**config.mk**
```make
export PLATFORM = sky130hd
export DESIGN_NAME = modular_exponentiation_64_top
export DESIGN_NICKNAME = d
export VERILOG_FILES = /design/src/rtl/mexp_pkg.sv /design/src/rtl/mexp_datapath.sv /design/src/rtl/mexp_ctrl.sv /design/src/rtl/modular_exponentiation_64_top.sv
export SDC_FILE = /design/constraint.sdc
export NUM_CORES = 2
export LEC_CHECK = 0
export ABC_AREA = 0
export BUFFER_PORTS_ARGS = -buffer_cell sky130_fd_sc_hd__buf_4
export CAP_MARGIN = 20
export CORE_AREA = 2 2 279 281
export DETAILED_ROUTE_END_ITERATION = 12
export DIE_AREA = 0 0 281 283
export MAX_ROUTING_LAYER = met4
export PLACE_DENSITY = 0.68
export SYNTH_ARGS = -nofsm -noshare
export SYNTH_HDL_FRONTEND = slang
export SYNTH_HIERARCHICAL = 1
export SYNTH_SLANG_ARGS = --single-unit
```
**constraint.sdc**
```tcl
create_clock -name clk -period 10.4 [get_ports clk]
set_input_delay 2.08 -clock clk [delete_from_list [all_inputs] [get_ports clk]]
set_output_delay 2.08 -clock clk [all_outputs]
set_load 0.01 [all_outputs]
```
**src/rtl/mexp_pkg.sv**
```systemverilog
// ----------------------------------------------------------------------------
// Modular exponentiation package
// Shared command and status types for the controller and the datapath.
// ----------------------------------------------------------------------------
package mexp_pkg;

  typedef enum logic [2:0] {
    OP_NONE,
    OP_LOAD,
    OP_RED_STEP,
    OP_MUL_START,
    OP_MUL_STEP,
    OP_MUL_DONE,
    OP_NEXT_BIT
  } op_t;

  typedef struct packed {
    op_t  op;
    logic sel_sq;
  } dp_cmd_t;

  typedef struct packed {
    logic mod_le1;
    logic exp_bit;
    logic last_step;
    logic last_bit;
  } dp_sts_t;

endpackage

```
**src/rtl/mexp_datapath.sv**
```systemverilog
// ----------------------------------------------------------------------------
// Modular exponentiation datapath
// Base reduction by shift-subtract, shift-add modular multiplier, registers.
// ----------------------------------------------------------------------------
module mexp_datapath import mexp_pkg::*; #(
  parameter int DATA_WIDTH = 64
) (
  input  logic                  clk,
  input  logic [DATA_WIDTH-1:0] modulus,
  input  logic [DATA_WIDTH-1:0] in_base,
  input  logic [DATA_WIDTH-1:0] in_exponent,
  input  dp_cmd_t               cmd,
  output dp_sts_t               sts,
  output logic [DATA_WIDTH-1:0] result
);

  localparam int CW = $clog2(DATA_WIDTH);

  logic [DATA_WIDTH-1:0] b_r, b_nxt, e_r, e_nxt, r_r, r_nxt;
  logic [DATA_WIDTH-1:0] acc_r, acc_nxt, mb_r, mb_nxt, ma_r, ma_nxt;
  logic [DATA_WIDTH-1:0] src_r, src_nxt;
  logic [CW-1:0]         cnt_r, cnt_nxt, bit_r, bit_nxt;

  logic [DATA_WIDTH:0]   dbl, dbl2, sum, sum2, red;
  logic [DATA_WIDTH-1:0] acc_d;

  always_comb begin
    // Doubling then conditional add, each reduced by one compare/subtract.
    dbl   = {acc_r, 1'b0};
    dbl2  = (dbl >= {1'b0, modulus}) ? dbl - {1'b0, modulus} : dbl;
    acc_d = dbl2[DATA_WIDTH-1:0];
    sum   = {1'b0, acc_d} + {1'b0, ma_r};
    sum2  = (sum >= {1'b0, modulus}) ? sum - {1'b0, modulus} : sum;
    red   = {acc_r, src_r[DATA_WIDTH-1]};
    red   = (red >= {1'b0, modulus}) ? red - {1'b0, modulus} : red;
  end

  always_comb begin
    b_nxt = b_r; e_nxt = e_r; r_nxt = r_r; acc_nxt = acc_r;
    mb_nxt = mb_r; ma_nxt = ma_r; src_nxt = src_r; cnt_nxt = cnt_r; bit_nxt = bit_r;
    unique case (cmd.op)
      OP_LOAD: begin
        e_nxt = in_exponent; src_nxt = in_base; acc_nxt = '0;
        r_nxt = DATA_WIDTH'(1); cnt_nxt = CW'(DATA_WIDTH - 1); bit_nxt = '0;
      end
      OP_RED_STEP: begin
        acc_nxt = red[DATA_WIDTH-1:0];
        src_nxt = {src_r[DATA_WIDTH-2:0], 1'b0};
        cnt_nxt = cnt_r - 1'b1;
        if (cnt_r == '0) b_nxt = red[DATA_WIDTH-1:0];
      end
      OP_MUL_START: begin
        acc_nxt = '0; cnt_nxt = CW'(DATA_WIDTH - 1); ma_nxt = b_r;
        mb_nxt = cmd.sel_sq ? b_r : r_r;
      end
      OP_MUL_STEP: begin
        acc_nxt = mb_r[DATA_WIDTH-1] ? sum2[DATA_WIDTH-1:0] : acc_d;
        mb_nxt  = {mb_r[DATA_WIDTH-2:0], 1'b0};
        cnt_nxt = cnt_r - 1'b1;
      end
      OP_MUL_DONE: begin
        if (cmd.sel_sq) b_nxt = acc_r;
        else r_nxt = acc_r;
      end
      OP_NEXT_BIT: begin
        e_nxt = e_r >> 1; bit_nxt = bit_r + 1'b1;
      end
      default: ;
    endcase
  end

  always_ff @(posedge clk) begin
    b_r <= b_nxt; e_r <= e_nxt; r_r <= r_nxt; acc_r <= acc_nxt;
    mb_r <= mb_nxt; ma_r <= ma_nxt; src_r <= src_nxt;
    cnt_r <= cnt_nxt; bit_r <= bit_nxt;
  end

  assign sts.mod_le1   = (modulus[DATA_WIDTH-1:1] == '0);
  assign sts.exp_bit   = e_r[0];
  assign sts.last_step = (cnt_r == '0);
  assign sts.last_bit  = (bit_r == CW'(DATA_WIDTH - 1));
  assign result        = r_r;

endmodule

```
**src/rtl/mexp_ctrl.sv**
```systemverilog
// ----------------------------------------------------------------------------
// Modular exponentiation controller
// Sequences reduction, conditional multiply and square for every exponent bit.
// ----------------------------------------------------------------------------
module mexp_ctrl import mexp_pkg::*; (
  input  logic    clk,
  input  logic    rst_n,
  input  logic    start,
  input  dp_sts_t sts,
  output logic    busy,
  output dp_cmd_t cmd,
  output logic    done,
  output logic    zero
);

  typedef enum logic [2:0] {S_IDLE, S_RED, S_MSTART, S_MSTEP, S_MDONE, S_NEXT} state_t;

  state_t state_r, state_nxt;
  logic   sq_r, sq_nxt, done_r, done_nxt, zero_r, zero_nxt;

  always_comb begin
    state_nxt = state_r; sq_nxt = sq_r; done_nxt = 1'b0; zero_nxt = 1'b0;
    cmd = '{op: OP_NONE, sel_sq: sq_r};
    unique case (state_r)
      S_IDLE: begin
        if (start && !done_r) begin
          if (sts.mod_le1) begin
            done_nxt = 1'b1; zero_nxt = 1'b1;
          end else begin
            cmd.op = OP_LOAD; state_nxt = S_RED;
          end
        end
      end
      S_RED: begin
        cmd.op = OP_RED_STEP;
        if (sts.last_step) begin
          state_nxt = S_MSTART; sq_nxt = 1'b0;
        end
      end
      S_MSTART: begin
        if (!sq_r && !sts.exp_bit) begin
          sq_nxt = 1'b1;
        end else begin
          cmd.op = OP_MUL_START; state_nxt = S_MSTEP;
        end
      end
      S_MSTEP: begin
        cmd.op = OP_MUL_STEP;
        if (sts.last_step) state_nxt = S_MDONE;
      end
      S_MDONE: begin
        cmd.op = OP_MUL_DONE;
        if (sq_r) state_nxt = S_NEXT;
        else begin
          sq_nxt = 1'b1; state_nxt = S_MSTART;
        end
      end
      S_NEXT: begin
        cmd.op = OP_NEXT_BIT; sq_nxt = 1'b0;
        if (sts.last_bit) begin
          state_nxt = S_IDLE; done_nxt = 1'b1;
        end else state_nxt = S_MSTART;
      end
      default: state_nxt = S_IDLE;
    endcase
  end

  always_ff @(posedge clk) begin
    if (!rst_n) begin
      state_r <= S_IDLE; sq_r <= 1'b0; done_r <= 1'b0; zero_r <= 1'b0;
    end else begin
      state_r <= state_nxt; sq_r <= sq_nxt; done_r <= done_nxt; zero_r <= zero_nxt;
    end
  end

  assign busy = (state_r != S_IDLE) || done_r;
  assign done = done_r;
  assign zero = zero_r;

`ifndef NO_ASSERTIONS
  a_done_idle: assert property (@(posedge clk) disable iff (!rst_n)
    done_r |-> state_r == S_IDLE) else $error("done outside idle");
  a_zero_done: assert property (@(posedge clk) disable iff (!rst_n)
    zero_r |-> done_r) else $error("zero without done");
  a_no_back: assert property (@(posedge clk) disable iff (!rst_n)
    done_r |=> !done_r) else $error("double done");
`endif

endmodule

```
**src/rtl/modular_exponentiation_64_top.sv**
```systemverilog
// The base reduction and the modular multiplier are both bit-serial (one bit per cycle).
// A modulus of one or zero returns at the next edge. One word at a time: the next word
// is taken in the cycle after each result; results never stall.
// Synchronous active-low reset idles the controller and loads the modulus reset value.
// ----------------------------------------------------------------------------
// Modular exponentiation top level
// Configuration register, controller and datapath.
// ----------------------------------------------------------------------------
module modular_exponentiation_64_top import mexp_pkg::*; #(
  parameter int DATA_WIDTH = 64
) (
  input  logic                  clk,
  input  logic                  rst_n,
  input  logic                  start,
  output logic                  busy,
  input  logic [DATA_WIDTH-1:0] in_base,
  input  logic [DATA_WIDTH-1:0] in_exponent,
  output logic                  out_valid,
  output logic [DATA_WIDTH-1:0] out_power_mod,
  input  logic                  cfg_valid,
  output logic                  cfg_ready,
  input  logic [DATA_WIDTH-1:0] cfg_data
);

  localparam logic [63:0] ModReset = 64'd3930574699;

  logic [DATA_WIDTH-1:0] mod_r, result;
  dp_cmd_t cmd;
  dp_sts_t sts;
  logic    zero;

  assign cfg_ready = 1'b1;

  always_ff @(posedge clk) begin
    if (!rst_n) mod_r <= ModReset[DATA_WIDTH-1:0];
    else if (cfg_valid) mod_r <= cfg_data;
  end

  mexp_ctrl u_ctrl (
    .clk(clk), .rst_n(rst_n), .start(start), .sts(sts),
    .busy(busy), .cmd(cmd), .done(out_valid), .zero(zero)
  );

  mexp_datapath #(.DATA_WIDTH(DATA_WIDTH)) u_dp (
    .clk(clk), .modulus(mod_r), .in_base(in_base), .in_exponent(in_exponent),
    .cmd(cmd), .sts(sts), .result(result)
  );

  assign out_power_mod = zero ? '0 : result;

endmodule
```
# Word level (Yosys, flattened, before mapping)

Index checks and enable logic that the tools add are counted.

Equal/unequal tests: 21
Bitwise operators: 0
$add $sub $neg: 6
Reduce and logical (&&, ||, !) cells: 25
Div/mod/pow operators: 0
Magnitude comparators: 3
Shift-type cells: 0
$mul: 0
Multiplexer cells: 36

Operators by type and width:

| cell                | count |
|---|---|
| $pmux 64 s2         | 5 |
| $mux 64             | 9 |
| $ge 65x64->1        | 3 |
| $pmux 64 s3         | 1 |
| $sub 64x64->64      | 3 |
| $add 64x64->65      | 1 |
| $logic_not 63->1    | 1 |
| $pmux 3 s6          | 2 |
| $pmux 6 s2          | 2 |
| $mux 3              | 7 |
| $eq 3x3->1 const B  | 5 |
| $ne 2x2->1 const B  | 7 |
| $eq 3x2->1 const B  | 4 |
| $reduce_bool 2->1   | 6 |
| $add 6x1->6 const B | 1 |
| $eq 3x1->1 const B  | 2 |
| $eq 6x6->1 const B  | 1 |
| $logic_not 6->1     | 1 |
| $mux 1              | 6 |
| $reduce_and 3->1    | 2 |
| $reduce_bool 3->1   | 2 |
| $sub 6x1->6 const B | 1 |
| $reduce_and 5->1    | 1 |
| $mux 2              | 2 |
| other kinds (10)    | 16 |

Memory bits (read-only): 0
Bits in latches: 0
RAM bits: 0
Input port bits: 196
Flip-flop bits (word level): 530
Memories: 0

# Depth between registers and ports, before layout

Word-level depth: 7
Depth in mapped cells: 42
Mapped depth without buffers: 35

# Modules after synthesis

Netlist, hierarchy kept.

Modules (own cells, without submodules):

| module                        | times used | cells an instance | area each (sq um) |
|---|---|---|---|
| mexp_datapath                 | 1          | 3807              | 34790.9 |
| modular_exponentiation_64_top | 1          | 279               | 2892.8 |
| mexp_ctrl                     | 1          | 50                | 380.4 |

# Least setup slack after synthesis

No wires, ideal clock.

Kind: input port to flip-flop
Start: in start
End: reg u_dp.bit_r[0] (enable)
Setup time: 0.595 ns
Stages: 4
Required time: 9.805 ns
Arrival: 7.463 ns
Setup slack: 2.342 ns
Cell sequence: nand2_1 o22ai_1 nand2b_1 o21ai_0

RTL lines:

| element                | line                                | text |
|---|---|---|
| start: declaration     | modular_exponentiation_64_top.sv:14 | `input logic start,` |
| end signal: assignment | mexp_datapath.sv:75                 | `cnt_r <= cnt_nxt; bit_r <= bit_nxt;` |
| end: declaration       | mexp_datapath.sv:22                 | `logic [CW-1:0] cnt_r, cnt_nxt, bit_r, bit_nxt;` |

# Final worst setup path

Start: reg mod_r[20]
End: reg u_dp.acc_r[31] (data pin)

Longest elaborated chain between the ends: 7

RTL lines:

| element                                      | line                                 | text |
|---|---|---|
| start: declaration                           | modular_exponentiation_64_top.sv:27  | `logic [DATA_WIDTH-1:0] mod_r, result;` |
| start signal: assignment                     | modular_exponentiation_64_top.sv:35  | `if (!rst_n) mod_r <= ModReset[DATA_WIDTH-1:0];` |
| start signal: assignment                     | modular_exponentiation_64_top.sv:36  | `else if (cfg_valid) mod_r <= cfg_data;` |
| $sub 64x64->64, or another cell as far along | mexp_datapath.sv:30                  | `dbl2 = (dbl >= {1'b0, modulus}) ? dbl - {1'b0, modulus} : dbl;` |
| $mux 64 or $mux 1 (tied branches)            | mexp_datapath.sv:30, mexp_ctrl.sv:27 |  |
| $add 64x64->65 or $mux 3 (tied branches)     | mexp_datapath.sv:32, mexp_ctrl.sv:26 |  |
| $sub 64x64->64, or another cell as far along | mexp_datapath.sv:33                  | `sum2 = (sum >= {1'b0, modulus}) ? sum - {1'b0, modulus} : sum;` |
| $mux 64, or another cell as far along        | mexp_datapath.sv:33                  |  |
| $mux 64 or $reduce_or 2->1 (tied branches)   | n/a                                  |  |
| $pmux 64 s3 *                                | mexp_datapath.sv:41                  | `unique case (cmd.op)` |
| named net u_dp.acc_nxt[31]                   | mexp_datapath.sv:20                  | `logic [DATA_WIDTH-1:0] acc_r, acc_nxt, mb_r, mb_nxt, ma_r, ma_nxt;` |
| end signal: assignment                       | mexp_datapath.sv:73                  | `b_r <= b_nxt; e_r <= e_nxt; r_r <= r_nxt; acc_r <= acc_nxt;` |
| end: declaration                             | mexp_datapath.sv:20                  |  |

Mark *: on every way through the listed nets, which the timed path passes. The rest lies on a longest branch.
A chain may end at the register's enable or synchronous reset.

==> results.toml <==
[clocking]
clock_latency_ns = 0.66
cts_tree = "done"
clock-sinks = 530
cts_buffer_depth = 3
cts_setup_buffers = 0
cts_htree_levels = 2
cts-resized-gates = 0
holdBufCountCts = 0
numCtsBuffers = 61
cts-root-buf = "clkbuf_16"
clk_pin_slew_ns = 0.06

[timing]
tns_ns = 0
setup_ws_ns = 0.3754
finalMaxSlewViolations = 0
skew_ns = 0.02669
rsz0062_at_grt = "false"
relSlewSlack_pct = 24.34
timing.final.crit_share_pct = 96.39
final.min_clock_period_ns = 10.02
final-hold-violation-count = 0
setup_viol_count_final = 0
tightest_slew_ns = 1.125
fmax_mhz = 99.75

[global_routing]
grt-ovfl-total = 0
use_met2_pct = 55.54
grt_pass1_wl_um = 218100
antenna_found_initial = 7
use_met1_pct = 53.15
grt_pass1_vias = 32580
gr-usage-met3_pct = 6.399
track_usage_pct = 38.06
grt_max_degree = 87
top_usage_layer = "met2"

[synthesis]
yosys_warnings = 6
ys_seq_elements = 530
synth_edf_count = 460
syn_area_um2 = 38060
yosysSeqAreaShare_pct = 39.97
syn_inst = 4136
syn_nets = 4532
ys_async_sr_fraction_pct = 0
synthFlopType = "edfxtp_1"
yosysUniqueCellTypes = 92
avgSynthCellArea_um2 = 9.203

[critical_path]
required_ns = 10.77
critPathKind = "reg -> reg"
cp_max_fo = 50
worst_path_max_delay_cell = "dfxtp_1"
start_kind = "flop"
worst_ep_arrival_time_ns = 10.39
crit_path_max_incr_delay_ns = 0.60
crit_top_cell = "a21oi_1"
worstSetupEndpointType = "flop"

[routing]
vias = 34260
firstDrtPassIters = 8
avgViaCountPerCell = 6.260
drt-initial-drc-count = 4312
wl_per_cell_um = 27.49
drc = 0
routed_wl_um = 150400
antenna_left = 0

[cells_and_area]
nNetsFinal = 4774
area_delta_synth_final_pct = 14.80
stdcell_area_um2 = 43700
drive_gt1_share_pct = 16.08

[floorplanning]
die_area_um2 = 79520
initial_core_util_pct = 49.63
ios = 263
die_w_um = 281
die_y_um = 283
fp-row-count = 102
coreArea_um2 = 76700

[status]
status = "complete, no violations"

[flow_run]
cap_violations = 0

[placed_design]
dp_slack_ns = 0.6206
hpwl_um = 117100
portBuffers = 261
placed_area_um2 = 41650
gp_congestion = 1.123

[worst_hold_path]
hold_class = "reg -> reg"
[sequential cells by signal (all words and copies together) (netlist names), 64 cells and up]
register,cells
u_dp/src_r,64
u_dp/result,64
mod_r,64
u_dp/ma_r,64
u_dp/acc_r,64
u_dp/e_r,64
u_dp/b_r,64
u_dp/mb_r,64
[layout by cell type, fill, tap and decap left out, types with 15 or more instances in the layout]
master       n
inv_1      148
nor2_1     347
dfxtp_1     68
a31oi_1     28
nor2b_1    100
o211ai_1    26
a21o_1      94
nand2b_1    18
a211oi_1    47
o21a_1      27
xnor2_1    151
nand4_1     73
o21ai_1     27
or2_2       15
o22ai_1     36
nand3_1     58
nor4_1      31
o21ai_0    324
a21boi_0    21
nand2_1    353
mux2_2     134
buf_4      419
xor2_1      96
ha_1       196
and3_1      23
and2_1      91
nor3_1      42
a21oi_1    428
edfxtp_1   460
clkbuf_16   61
o21bai_1    52
mux2i_1    150
and2b_1     31
[metal layers]
metal | vias up | routed length (µm) | share of wire, %
li1 | 15610 | - | -
met1 | 16570 | 65020 | 43
met2 | 1806 | 64890 | 43
met3 | 279 | 14220 | 9.5
met4 | 0 | 6299 | 4.2
met5 | - | 0 | 0
[path summary, 6_finish.rpt]
check	endpoint	start	slack [ns]	cells past startpoint
worst max-delay path	u_dp/acc_r[31]$_DFFE_PP_	mod_r[20]$_SDFFE_PN0P_	0.38	37
worst min-delay path	u_dp/ma_r[24]$_DFFE_PP_	u_dp/b_r[24]$_DFFE_PP_	0.45	0
worst max register to register	u_dp/acc_r[31]$_DFFE_PP_	mod_r[20]$_SDFFE_PN0P_	0.38	37
worst min register to register	u_dp/ma_r[24]$_DFFE_PP_	u_dp/b_r[24]$_DFFE_PP_	0.45	0
[layout make-up]
type,instances,area (µm²)
clock inverter,39,410.4
tap,1040,1301
sequential,530,15220
multi-input combinational,3209,21300
clock buffer,75,1609
inverter,149,559.3
fill,6951,33000
antenna,3,7.507
timing repair buffer,427,3291
[logic make-up after synthesis]
group           after synthesis  synth area share (%)
compound gates             1233                 19.52
xor+xnor                    247                 5.683
fa+ha+maj                   200                 6.653
buf+inv                     397                 4.411
flops                       530                 39.97
mux                         287                 7.998
other cells                   1              0.009852
simple gates               1241                 15.76
[synth_stat cells (32+ instances only)]
master / number / area share (%)
a211oi_1: 47 / 0.93
inv_1: 149 / 1.5
edfxtp_1: 460 / 36
ha_1: 196 / 6.4
nand4_1: 73 / 1.2
a21oi_1: 431 / 5.7
nor4_1: 32 / 0.53
nand2_1: 353 / 3.5
o21bai_1: 52 / 1.0
buf_2: 53 / 0.70
dfxtp_1: 70 / 3.7
o22ai_1: 36 / 0.59
mux2i_1: 150 / 3.9
xnor2_1: 151 / 3.5
nand3_1: 59 / 0.78
o21ai_0: 326 / 4.3
nor2b_1: 100 / 1.6
nor3_1: 44 / 0.58
a21o_1: 94 / 1.9
nor2_1: 349 / 3.4
and2_1: 91 / 1.5
xor2_1: 96 / 2.2
mux2_2: 134 / 4.0
clkbuf_1: 172 / 1.7
[critical path: cells and delay by family (launching register included)]
kind / cells / cell delay (ns)
xor+xnor: 1 / 0.21
fa+ha+maj: 3 / 1.20
flops: 1 / 0.60
compound gates: 21 / 5.45
simple gates: 4 / 0.72
buf+inv: 6 / 1.01
mux: 2 / 0.47
[metrics by stage]
stage          hold slack (ns)  instances  utilization [%]
2_1_floorplan           0.4261       4136                -
3_3_place_gp            0.4279       5353            54.29
3_5_place_dp            0.4361       5354            54.30
4_1_cts                 0.4467       5468            56.93
5_1_grt                 0.4583       5472            56.97
6_report                0.4464       5472            56.97
Power is left out: the tool's default activity adds up to more than one toggle a clock period on the data nets, which glitch-free logic cannot reach.
